[config.mk]
export PLATFORM = sky130hd
export DESIGN_NAME = iptl_walker
export DESIGN_NICKNAME = d
export VERILOG_FILES = /design/src/hw/rtl/iptl_pkg.sv /design/src/hw/rtl/iptl_walker.sv
export SDC_FILE = /design/constraint.sdc
export NUM_CORES = 1
export LEC_CHECK = 0
export ABC_CLOCK_PERIOD_IN_PS = 11900
export BUFFER_PORTS_ARGS = -buffer_cell sky130_fd_sc_hd__clkbuf_2
export CAP_MARGIN = 15
export CORE_ASPECT_RATIO = 0.6
export CORE_MARGIN = 5
export CORE_UTILIZATION = 50
export CTS_CLUSTER_SIZE = 28
export DETAILED_ROUTE_END_ITERATION = 12
export GPL_ROUTABILITY_DRIVEN = 0
export PLACE_DENSITY = 0.86
export RECOVER_POWER = 25
export SYNTH_ARGS = -nofsm -noshare
export SYNTH_HDL_FRONTEND = slang
export SYNTH_SLANG_ARGS = --single-unit
[constraint.sdc]
create_clock -name clk -period 11.9 [get_ports clk]
set_input_delay 0 -clock clk [delete_from_list [all_inputs] [get_ports clk]]
set_output_delay 0 -clock clk [all_outputs]
set_load 0.02 [all_outputs]
[src/hw/rtl/iptl_pkg.sv]
`default_nettype none

package iptl_pkg;

    localparam int NODE_COUNT_DEF = 4096;
    localparam int ADDR_W         = 32;
    localparam int LEN_W          = 6;
    localparam int TAG_W          = 56;
    localparam int TAG_BYTES      = 7;

    localparam logic [LEN_W-1:0] MAX_DEPTH = 6'd32;
    localparam logic [TAG_W-1:0] ROOT_TAG  = 56'h2A2A2A;

    localparam logic OP_INSERT = 1'b0;
    localparam logic OP_LOOKUP = 1'b1;

    localparam logic STAT_OK   = 1'b0;
    localparam logic STAT_FULL = 1'b1;

    typedef enum logic [2:0] {
        ST_IDLE,
        ST_WALK,
        ST_LINK,
        ST_ALLOC,
        ST_DONE
    } state_t;

    // write enables into the node store
    typedef struct packed {
        logic zc;
        logic oc;
        logic tag;
    } mem_we_t;

    // keep bytes up to the first zero byte
    function automatic logic [TAG_W-1:0] clip_tag(input logic [TAG_W-1:0] t);
        logic [TAG_W-1:0] r;
        logic             live;
        r    = '0;
        live = 1'b1;
        for (int k = 0; k < TAG_BYTES; k++)
        begin
            if (t[8*k +: 8] == 8'd0)
                live = 1'b0;
            if (live)
                r[8*k +: 8] = t[8*k +: 8];
        end
        return r;
    endfunction

endpackage

`default_nettype wire

[src/hw/rtl/iptl_walker.sv]
`default_nettype none

module iptl_walker #(
    parameter int NODE_COUNT = iptl_pkg::NODE_COUNT_DEF
) (
    input  wire logic                          clk,
    input  wire logic                          rst_n,
    input  wire logic                          start,
    input  wire logic                          operation,
    input  wire logic [iptl_pkg::ADDR_W-1:0]   address,
    input  wire logic [iptl_pkg::LEN_W-1:0]    prefix_len,
    input  wire logic [iptl_pkg::TAG_W-1:0]    tag_in,
    output logic                               busy,
    output logic                               done,
    output logic      [iptl_pkg::TAG_W-1:0]    tag_out,
    output logic      [iptl_pkg::LEN_W-1:0]    match_len,
    output logic                               status,
    output iptl_pkg::mem_we_t                  mem_we,
    output logic      [$clog2(NODE_COUNT)-1:0] wr_addr,
    output logic      [$clog2(NODE_COUNT)-1:0] wr_zc,
    output logic      [$clog2(NODE_COUNT)-1:0] wr_oc,
    output logic      [iptl_pkg::TAG_W-1:0]    wr_tag,
    output logic      [$clog2(NODE_COUNT)-1:0] rd_addr,
    input  wire logic [$clog2(NODE_COUNT)-1:0] rd_zc,
    input  wire logic [$clog2(NODE_COUNT)-1:0] rd_oc,
    input  wire logic [iptl_pkg::TAG_W-1:0]    rd_tag
);

    localparam int IDX_W = $clog2(NODE_COUNT);
    localparam int CNT_W = $clog2(NODE_COUNT + 1);
    localparam int AW    = iptl_pkg::ADDR_W;
    localparam int LW    = iptl_pkg::LEN_W;
    localparam int TW    = iptl_pkg::TAG_W;

    iptl_pkg::state_t state_reg, state_next;

    logic             op_reg,        op_next;
    logic [AW-1:0]    addr_reg,      addr_next;
    logic [LW-1:0]    len_reg,       len_next;
    logic [TW-1:0]    tag_reg,       tag_next;
    logic [IDX_W-1:0] node_reg,      node_next;
    logic [LW-1:0]    depth_reg,     depth_next;
    logic [CNT_W-1:0] used_reg,      used_next;
    logic [IDX_W-1:0] root_zc_reg,   root_zc_next;
    logic [IDX_W-1:0] root_oc_reg,   root_oc_next;
    logic [TW-1:0]    best_reg,      best_next;
    logic [LW-1:0]    best_len_reg,  best_len_next;
    logic             status_reg,    status_next;

    logic             is_root;
    logic [IDX_W-1:0] cur_zc;
    logic [IDX_W-1:0] cur_oc;
    logic [TW-1:0]    cur_tag;
    logic             cur_bit;
    logic [IDX_W-1:0] child;
    logic             child_none;
    logic             cur_tagged;
    logic [CNT_W-1:0] free_cnt;
    logic [LW-1:0]    missing;
    logic             pool_short;
    logic [IDX_W-1:0] new_node;
    logic [IDX_W-1:0] new_node_succ;
    logic             at_end;
    logic             lookup_stop;
    logic             start_ok;
    logic [LW-1:0]    len_sat;

    // root links live in flops, the root tag is fixed
    assign is_root    = (node_reg == '0);
    assign cur_zc     = is_root ? root_zc_reg : rd_zc;
    assign cur_oc     = is_root ? root_oc_reg : rd_oc;
    assign cur_tag    = is_root ? iptl_pkg::ROOT_TAG : rd_tag;
    assign cur_bit    = addr_reg[AW-1];
    assign child      = cur_bit ? cur_oc : cur_zc;
    assign child_none = (child == '0);
    assign cur_tagged = (cur_tag[7:0] != 8'd0);

    assign free_cnt      = CNT_W'(NODE_COUNT) - used_reg;
    assign missing       = len_reg - depth_reg;
    assign pool_short    = (CNT_W'(missing) > free_cnt);
    assign new_node      = used_reg[IDX_W-1:0];
    assign new_node_succ = new_node + IDX_W'(1);
    assign at_end        = (depth_reg == len_reg);
    assign lookup_stop   = (depth_reg == iptl_pkg::MAX_DEPTH) || child_none;

    assign start_ok = start && (state_reg == iptl_pkg::ST_IDLE);
    assign len_sat  = (prefix_len > iptl_pkg::MAX_DEPTH) ? iptl_pkg::MAX_DEPTH : prefix_len;

    // next state
    always_comb
    begin
        state_next = state_reg;
        case (state_reg)
            iptl_pkg::ST_IDLE:
            begin
                if (start_ok)
                begin
                    if (operation == iptl_pkg::OP_INSERT && prefix_len == '0)
                        state_next = iptl_pkg::ST_DONE;
                    else
                        state_next = iptl_pkg::ST_WALK;
                end
            end
            iptl_pkg::ST_WALK:
            begin
                if (op_reg == iptl_pkg::OP_LOOKUP)
                begin
                    if (lookup_stop)
                        state_next = iptl_pkg::ST_DONE;
                end
                else if (at_end)
                    state_next = iptl_pkg::ST_DONE;
                else if (child_none)
                    state_next = pool_short ? iptl_pkg::ST_DONE : iptl_pkg::ST_LINK;
            end
            iptl_pkg::ST_LINK:
                state_next = iptl_pkg::ST_ALLOC;
            iptl_pkg::ST_ALLOC:
            begin
                if (at_end)
                    state_next = iptl_pkg::ST_DONE;
            end
            iptl_pkg::ST_DONE:
                state_next = iptl_pkg::ST_IDLE;
            default:
                state_next = iptl_pkg::ST_IDLE;
        endcase
    end

    // datapath and node store controls
    always_comb
    begin
        op_next       = op_reg;
        addr_next     = addr_reg;
        len_next      = len_reg;
        tag_next      = tag_reg;
        node_next     = node_reg;
        depth_next    = depth_reg;
        used_next     = used_reg;
        root_zc_next  = root_zc_reg;
        root_oc_next  = root_oc_reg;
        best_next     = best_reg;
        best_len_next = best_len_reg;
        status_next   = status_reg;
        mem_we        = '0;
        wr_addr       = node_reg;
        wr_zc         = '0;
        wr_oc         = '0;
        wr_tag        = '0;

        case (state_reg)
            iptl_pkg::ST_IDLE:
            begin
                if (start_ok)
                begin
                    op_next       = operation;
                    addr_next     = address;
                    len_next      = len_sat;
                    tag_next      = iptl_pkg::clip_tag(tag_in);
                    node_next     = '0;
                    depth_next    = '0;
                    best_next     = '0;
                    best_len_next = '0;
                    status_next   = iptl_pkg::STAT_OK;
                end
            end
            iptl_pkg::ST_WALK:
            begin
                if (op_reg == iptl_pkg::OP_LOOKUP)
                begin
                    if (cur_tagged)
                    begin
                        best_next     = cur_tag;
                        best_len_next = depth_reg;
                    end
                    if (!lookup_stop)
                    begin
                        node_next  = child;
                        depth_next = depth_reg + LW'(1);
                        addr_next  = addr_reg << 1;
                    end
                end
                else if (at_end)
                begin
                    // whole path exists, first writer wins
                    if (!cur_tagged)
                    begin
                        mem_we.tag = 1'b1;
                        wr_tag     = tag_reg;
                    end
                end
                else if (child_none)
                begin
                    if (pool_short)
                        status_next = iptl_pkg::STAT_FULL;
                end
                else
                begin
                    node_next  = child;
                    depth_next = depth_reg + LW'(1);
                    addr_next  = addr_reg << 1;
                end
            end
            iptl_pkg::ST_LINK:
            begin
                // hook the first new node under the last existing one
                if (is_root)
                begin
                    if (cur_bit)
                        root_oc_next = new_node;
                    else
                        root_zc_next = new_node;
                end
                else if (cur_bit)
                begin
                    mem_we.oc = 1'b1;
                    wr_oc     = new_node;
                end
                else
                begin
                    mem_we.zc = 1'b1;
                    wr_zc     = new_node;
                end
                depth_next = depth_reg + LW'(1);
                addr_next  = addr_reg << 1;
            end
            iptl_pkg::ST_ALLOC:
            begin
                // new nodes form a chain with consecutive indexes
                mem_we  = '{zc: 1'b1, oc: 1'b1, tag: 1'b1};
                wr_addr = new_node;
                if (at_end)
                    wr_tag = tag_reg;
                else if (cur_bit)
                    wr_oc = new_node_succ;
                else
                    wr_zc = new_node_succ;
                used_next = used_reg + CNT_W'(1);
                if (!at_end)
                begin
                    depth_next = depth_reg + LW'(1);
                    addr_next  = addr_reg << 1;
                end
            end
            default:
            begin
            end
        endcase
    end

    assign rd_addr = node_next;

    always_ff @(posedge clk or negedge rst_n)
    begin
        if (!rst_n)
        begin
            state_reg   <= iptl_pkg::ST_IDLE;
            used_reg    <= CNT_W'(1);
            root_zc_reg <= '0;
            root_oc_reg <= '0;
        end
        else
        begin
            state_reg   <= state_next;
            used_reg    <= used_next;
            root_zc_reg <= root_zc_next;
            root_oc_reg <= root_oc_next;
        end
    end

    always_ff @(posedge clk)
    begin
        op_reg       <= op_next;
        addr_reg     <= addr_next;
        len_reg      <= len_next;
        tag_reg      <= tag_next;
        node_reg     <= node_next;
        depth_reg    <= depth_next;
        best_reg     <= best_next;
        best_len_reg <= best_len_next;
        status_reg   <= status_next;
    end

    assign busy      = (state_reg != iptl_pkg::ST_IDLE);
    assign done      = (state_reg == iptl_pkg::ST_DONE);
    assign tag_out   = best_reg;
    assign match_len = best_len_reg;
    assign status    = status_reg;

endmodule

`default_nettype wire

# [Word level (Yosys, flattened, before mapping)]
# Cells that the tools add are included.
[totals] ff_bits=216 inputBits=178 word_cells=164
[classes] reduce_logical=25 n_lt_le_gt_ge=2 add_sub_neg=5 eq_ne=20 n_mux=91 bitwise_logic=2
[ops] operator="56-bit 2-to-1 mux" count=8
[ops] operator="56-bit one-hot mux with 2 select lines" count=2
[ops] operator="12-bit 2-to-1 mux" count=17
[ops] operator="32-bit 2-to-1 mux" count=6
[ops] operator="32-bit one-hot mux with 4 select lines" count=1
[ops] operator="12-bit one-hot mux with 2 select lines" count=3
[ops] operator="8-bit logical NOT" count=7
[ops] operator="6-bit 2-to-1 mux" count=8
[ops] operator="1-bit 2-to-1 mux" count=31
[ops] operator="12-bit logical NOT" count=2
[ops] operator="3-bit 2-to-1 mux" count=8
[ops] operator="6-bit one-hot mux with 4 select lines" count=1
[ops] operator="2-bit inequality test (second input constant)" count=9
[ops] operator="13-bit by 1-bit adder with 13-bit output (second input constant)" count=1
[ops] operator="6-bit by 13-bit > comparator with 1-bit output" count=1
[ops] operator="13-bit subtractor (first input constant)" count=1
[ops] operator="12-bit by 1-bit adder with 12-bit output (second input constant)" count=1
[ops] operator="3-bit inequality test (second input constant)" count=4
[ops] operator="3-bit one-hot mux with 4 select lines" count=1
[ops] operator="6-bit one-hot mux with 2 select lines" count=1
[ops] operator="6-bit AND reduction" count=2
[ops] operator="4-bit AND reduction" count=2
[ops] operator="8-bit nonzero test" count=1
[ops] operator="6-bit by 1-bit adder with 6-bit output (second input constant)" count=1
[ops] operator="21 further kinds" count=26

# [Longest topological paths before layout]
# Gate-level depths: netlist of the first run.
[depth] depth_word=22 mapped_depth=14 depth_no_buf=14

# [Least setup slack after synthesis of the first run]
# No wires, ideal clock.
[synth_timing] path_type="flip-flop to flip-flop" from="reg node_reg[3]" to="reg best_len_reg[0] (netlist: match_len[0]), enable pin" path_slack_ns=5.406 arrival_time_ns=5.919 stages_incl_launch_ff=5 t_required_ns=11.325 setup_time_ns=0.575 synth_period_minus_slack_ns=6.494 cell_sequence="dfxtp_1 or4_1 nor3_4 nor3_1 a211oi_1"
[synth_between] elab_chain_len=5
[synth_rtl] item="from (decl)" line="iptl_walker.sv:41" rtl="logic [IDX_W-1:0] node_reg, node_next;"
[synth_rtl] item="from (signal assigned)" line="iptl_walker.sv:277" rtl="node_reg <= node_next;"
[synth_rtl] item="12-bit logical NOT" line="iptl_walker.sv:69" rtl="assign is_root = (node_reg == '0);"
[synth_rtl] item="56-bit 2-to-1 mux" line="iptl_walker.sv:72" rtl="assign cur_tag = is_root ? iptl_pkg::ROOT_TAG : rd_tag;"
[synth_rtl] item="8-bit nonzero test" line="iptl_walker.sv:76" rtl="assign cur_tagged = (cur_tag[7:0] != 8'd0);"
[synth_rtl] item="2-bit inequality test (no source line)"
[synth_rtl] item="4-bit AND reduction (no source line)"
[synth_rtl] item="to (signal assigned)" line="iptl_walker.sv:280" rtl="best_len_reg <= best_len_next;"
[synth_rtl] item="to (decl)" line="iptl_walker.sv:47" rtl="logic [LW-1:0] best_len_reg, best_len_next;"
# No other way between the ends.
# A chain may end at the register's enable or synchronous reset.

# [Final worst setup path of the first run]
[layout_timing] from="reg node_reg[3]" to="out rd_addr[1]"
[layout_between] elab_chain_len=8 word_cells_on_any_way=11 classes_between="mux: 8; reduce/logical: 3"
[layout_rtl] item="12-bit logical NOT *" line="iptl_walker.sv:69"
[layout_rtl] item="12-bit 2-to-1 mux, on equally long branches" line="iptl_walker.sv:70, iptl_walker.sv:71"
[layout_rtl] item="12-bit 2-to-1 mux *" line="iptl_walker.sv:74" rtl="assign child = cur_bit ? cur_oc : cur_zc;"
[layout_rtl] item="12-bit logical NOT" line="iptl_walker.sv:75" rtl="assign child_none = (child == '0);"
[layout_rtl] item="12-bit 2-to-1 mux or 1-bit logical OR (tied branches)" line="iptl_walker.sv:192, iptl_walker.sv:84"
[layout_rtl] item="12-bit 2-to-1 mux, on equally long branches" line="iptl_walker.sv:183, iptl_walker.sv:176"
[layout_rtl] item="12-bit 2-to-1 mux *" line="iptl_walker.sv:169" rtl="if (op_reg == iptl_pkg::OP_LOOKUP)"
[layout_rtl] item="12-bit one-hot mux with 2 select lines *" line="iptl_walker.sv:151" rtl="case (state_reg)"
[layout_rtl] item="to (decl)" line="iptl_walker.sv:23" rtl="output logic [$clog2(NODE_COUNT)-1:0] rd_addr,"
# Mark *: on every way between the ends. The rest lies on a longest branch, timed or not.

==> results.py, run 1 <==
metrics = {
    "routing": {
        "ant_nets": 0,
        "routed_wl_um": 36500,
        "drt_iter0_drc": 925,
        "routedWlPerCell_um": 21.6,
        "dr.pass1.iters": 5,
        "post-route-drc-count": 0,
        "via_per_inst": 5.72,
        "num_vias": 9687,
    },
    "yosys": {
        "yosys.area_share.xor_xnor_pct": 2.06,
        "postSynthCellCount": 920,
        "seq_area_frac_synth_pct": 57.9,
        "synth_top_family_by_area": "simple AND/OR/NAND/NOR gates",
        "yosys_register_bits": 216,
        "syn_area_per_cell_um2": 11.6,
        "synthArstFlopShare_pct": 18.5,
        "ys_warn_count": 0,
        "synth_edf_count": 164,
        "synth-simple-area-share_pct": 20.5,
        "synth_compound_area_share_pct": 6.44,
        "synthMuxAreaShare_pct": 8.21,
        "synth_nets": 1114,
        "synth_adder_area_share_pct": 1.95,
        "synth_area_leaders": "edfxtp_1, dfrtp_1, mux2_2",
        "synth_cell_types": 58,
        "synth_top_area_cell": "edfxtp_1",
        "ys.flop_type": "edfxtp_1",
        "synth_top_area_share_pct": 46.2,
        "syn_area_um2": 10700,
    },
    "placement": {
        "dp_hpwl_um": 24000,
        "portBuffers": 349,
    },
    "setup_path": {
        "reg2reg_slack_ns": 7.31,
        "cpMostUsedCell": "nor3_1",
        "rr_startpoint": "node_reg[3]",
        "critPathLaunch": "node_reg[3]",
        "critical-path-max-stage-delay_ns": 1.06,
        "cp.arrival_ns": 4.71,
        "startpoint_type": "flip-flop",
        "worstPathCellList": "or4_1 > nor3_1 > clkbuf_1 > mux4_2 > a211oi_2 > nor3_1 > buf_4 > o21ai_0 > clkbuf_2",
        "crit_required_ns": 11.90,
        "path_max_fanout": 23,
        "critical_path.top_delay_family": "buffers and inverters",
        "cpMaxStageDelayCell": "clkbuf_1",
        "critPathCaptureType": "output port",
        "path_class": "flip-flop to output port",
        "crit_buf_inv": 3,
    },
    "pwr": {
        "power.leakage_nw": 6.37,
        "ir_worst_vdd_mv": 0.211,
        "power-per-cell-area_nw_per_um2": 238,
    },
    "cts": {
        "clk_path_buf_depth": 3,
        "cts_root_buf": "clkbuf_16",
        "clkLatencyLatePin_ns": 0.50,
        "clk_pin_slew_ns": 0.07,
        "cts_made_buffers": 22,
        "htree_levels": 1,
        "clock_sinks": 216,
        "tritoncts": "built",
    },
    "grt": {
        "grt.overflow.total": 0,
        "grt_max_degree": 64,
        "grt_pass1_vias": 9648,
        "antenna_found_initial": 0,
        "grt_pass1_wl_um": 54300,
        "grt_usage_pct": 28.5,
    },
    "job": {
        "cap_violations": 1,
    },
    "sta": {
        "slew_headroom_pct": -49.8,
        "setup-violations-final": 0,
        "rsz0062_at_grt": "false",
        "slew_violations": 41,
        "finalCritPeriodShare_pct": 39.6,
        "period_needed_ns": 4.71,
        "skew_ns": 0.0153,
        "final.setup.tns_ns": 0,
        "finalHoldViolations": 0,
        "max_freq_mhz": 212,
        "worst-slew-pin-transition_ns": 2.25,
    },
    "die": {
        "dieHeight_um": 123,
        "die-area_um2": 24400,
        "ioPinCount": 350,
        "fp-row-count": 41,
        "dieWidth_um": 198,
        "start_util_pct": 50.8,
        "core-area_um2": 21000,
    },
    "finish": {
        "drive_gt1_share_pct": 28.2,
        "final_common_cell": "clkbuf_2",
        "area_growth_pct": 39.1,
        "nets": 1591,
        "layout_common_cells": "clkbuf_2, edfxtp_1, dlygate4sd3_1, and2_1, clkbuf_1",
        "fin_util_pct": 70.6,
    },
    "outcome": {
        "violations": "max-capacitance violations, max-slew violations",
        "status": "complete, but fails checks",
    },
    "hold_path": {
        "hold_class": "primary input to flip-flop",
        "hp-start": "rd_zc[4]",
    },
}
layer usage:
| layer | routed length (µm) | global-route usage [%] | share of wire [%] |
|---|---|---|---|
| met1 | 14400 | 38.6 | 39 |
| met2 | 16600 | 45.6 | 45 |
| met3 | 4270 | 8.17 | 12 |
| met4 | 1280 | 8.11 | 3.5 |
| met5 | 0 | 0 | 0 |
worst min-delay path, delay by kind of cell:
kind	cells	cell delay, ns
mux	1	0.23
buf+inv	1	0.09
compound gates	1	0.16
stage by stage:
| step | instance area, µm² | cells | hold WS, ns | total power [mW] | setup slack (ns) |
|---|---|---|---|---|---|
| after floorplan | 10700 | 920 | -0.296 | 2.33 | 5.41 |
| after global placement | 12600 | 1491 | 0.194 | 2.73 | 8.29 |
| after detailed placement | 12600 | 1491 | 0.192 | 2.78 | 8.11 |
| after CTS | 14900 | 1691 | 0.000311 | 3.51 | 8.08 |
| after global routing | 14800 | 1692 | 0.0193 | 3.69 | 6.91 |
| final | 14800 | 1695 | 0.0321 | 3.52 | 7.19 |
layout make-up:
class / instances / area (µm²)
clock buffer: 26 / 597
tap: 279 / 349
inverter: 15 / 56.3
timing repair buffer: 521 / 3340
sequential: 216 / 6170
fill: 1443 / 6160
multi-input combinational: 621 / 4200
antenna: 3 / 7.51
clock inverter: 14 / 109
power by group:
part	leakage, nW	switching [mW]	internal, mW
Sequential	2.27	0.152	1.25
Combinational	3.77	0.948	0.491
Clock	0.333	0.296	0.383
timing repair:
item / in CTS / in global routing
setup buffers: 0 / 0
gates resized for setup: 0 / 0
hold buffers: 160 / 0
hold endpoints to repair: 196 / 0
Yosys cell counts (16+ instances only):
master    count
and2_1       91
and3_1       66
clkbuf_1     59
dfrtp_1      39
edfxtp_1    164
mux2_2       57
nand2_1      73
nand3_1      19
nor2_1       72
nor2b_1      16
nor4_1       24
o21ai_0      41
xnor2_1      18
path summary, 6_finish.rpt:
check                      cells past startpoint         endpoint
min                                            3      node_reg[4]
min reg2reg                                    2   root_oc_reg[1]
max reg2reg                                    6      tag_out[50]
max                                            9       rd_addr[1]
min in group asynchronous                      2     used_reg[12]
max in group asynchronous                      2  root_zc_reg[10]
cell families (layout without fill, tap and decap cells):
group | count (synthesis) | in the layout
flops | 216 | 216
mux | 69 | 69
compound gates | 105 | 105
simple gates | 406 | 406
fa+ha+maj | 16 | 16
other cells | 0 | 3
xor+xnor | 25 | 25
buf+inv | 83 | 576
Note: power is estimated with default switching activity, not from simulation.
==> inputs of run 2 (changes only) <==
Settings changed: ABC_CLOCK_PERIOD_IN_PS 11900 to 4600.
Clock period 11.9 ns to 4.6 ns, I/O delays scaled along.
==> results.py, run 2 (synthesis gave the netlist of run 1 again) <==
metrics = {
    "outcome": {
        "status": "complete, but fails checks",
        "violations": "max-capacitance violations, max-slew violations",
    },
    "sta": {
        "rsz0062_at_grt": "false",
        "final.setup.tns_ns": 0,
        "skew_ns": 0.0227,
        "max_freq_mhz": 258,
        "slew_headroom_pct": -66.0,
        "finalCritPeriodShare_pct": 84.2,
        "worst-slew-pin-transition_ns": 2.49,
        "slew_violations": 125,
        "period_needed_ns": 3.87,
        "setup-violations-final": 0,
        "finalHoldViolations": 0,
        "fin_hold_ws_ns": 0.0483,
    },
    "die": {
        "core-area_um2": 21000,
        "fp-row-count": 41,
        "ioPinCount": 350,
        "dieWidth_um": 198,
        "dieHeight_um": 123,
        "start_util_pct": 50.8,
        "die-area_um2": 24400,
    },
    "setup_path": {
        "rr_startpoint": "depth_reg[1]",
        "path_class": "flip-flop to flip-flop",
        "startpoint_type": "flip-flop",
        "r2r_cells": 12,
        "critPathLaunch": "depth_reg[1]",
        "cp.arrival_ns": 4.04,
        "critPathCaptureType": "flip-flop",
        "path_max_fanout": 4,
        "crit_required_ns": 4.77,
    },
    "finish": {
        "area_growth_pct": 40.1,
        "final_common_cell": "clkbuf_2",
        "finalNonFillerCells": 1705,
        "layout_common_cells": "clkbuf_2, dlygate4sd3_1, edfxtp_1, and2_1, clkbuf_1",
        "drive_gt1_share_pct": 28.0,
        "design_area_um2": 14900,
        "nets": 1601,
    },
    "cts": {
        "cts_made_buffers": 22,
        "ctsResizeCount": 0,
        "hold_buffers": 167,
        "htree_levels": 1,
        "tritoncts": "built",
        "clk_pin_slew_ns": 0.07,
        "clkLatencyLatePin_ns": 0.50,
        "clk_path_buf_depth": 3,
        "post_cts_buffers": 0,
        "cts_root_buf": "clkbuf_16",
        "clock_sinks": 216,
    },
    "placement": {
        "placed_cell_area_um2": 12600,
        "portBuffers": 349,
        "dp_cells": 1492,
        "dp_hpwl_um": 23500,
    },
    "pwr": {
        "ir_worst_vdd_mv": 0.456,
        "power-per-cell-area_nw_per_um2": 611,
        "power.leakage_nw": 6.42,
    },
    "routing": {
        "num_vias": 9550,
        "ant_nets": 0,
        "routed_wl_um": 35700,
        "drt_iter0_drc": 841,
        "routedWlPerCell_um": 20.9,
        "dr.pass1.iters": 5,
        "via_per_inst": 5.60,
        "post-route-drc-count": 0,
    },
    "hold_path": {
        "min_path_cells": 5,
        "hold_class": "primary input to flip-flop",
        "hp-start": "rd_zc[7]",
    },
    "grt": {
        "grt_pass1_wl_um": 53100,
        "grt.overflow.total": 0,
        "grt_usage_pct": 27.9,
        "grt_max_degree": 57,
        "grt_pass1_vias": 9389,
        "antenna_found_initial": 2,
    },
    "job": {
        "cap_violations": 3,
    },
}
[run 2: worst paths after layout]
kind | to | slack [ns]
setup / recovery | status | 0.73
hold / removal | node_reg[7] | 0.05
setup reg to reg | status | 0.73
hold reg to reg | root_oc_reg[11] | 0.51
max in group asynchronous | root_oc_reg[2] | 1.96
min in group asynchronous | used_reg[8] | 0.47
[run 2: final cells by class]
class	instances	area, µm²
Inverter	15	56.3
Fill cell	1453	6060
Clock inverter	13	97.6
Antenna cell	3	7.51
Timing Repair Buffer	531	3430
Clock buffer	27	591
Tap cell	279	349
Sequential cell	216	6170
Multi-Input combinational cell	621	4220
[run 2: critical path, stage by stage, from the launching register on]
cell	delay (ns)
edfxtp_1	0.42
inv_1	0.17
ha_1	0.27
a21o_1	0.17
a21o_1	0.20
a21o_1	0.20
a21oi_1	0.18
xnor2_1	0.15
ha_1	0.24
nor3_1	0.07
a2111oi_0	0.97
nand3_1	0.17
o41ai_1	0.35
[run 2: layer usage]
metal  share of wire [%]  GRT usage, %  vias to the layer above
li1                    -             -                     4315
met2                  46          44.5                      561
met3                  11          6.92                       70
met1                  41          39.2                     4604
met5                   0             0                        -
met4                 2.4          5.98                        0
[run 2: stage by stage]
stage               power, mW  setup WS, ns  util, %
floorplan                6.00         0.252        -
global placement         7.08          1.06     60.2
detailed placement       7.23         0.828     60.2
CTS                      9.14         0.806     71.4
global route             9.58         0.401     71.1
finish                   9.12         0.728     71.1
[run 2: power breakdown]
group	internal, mW	leakage [nW]	total, mW	switching [mW]
sequential	3.23	2.27	3.68	0.451
clock	0.975	0.332	1.74	0.766
combinational	1.32	3.82	3.70	2.38
total	5.52	6.42	9.12	3.60
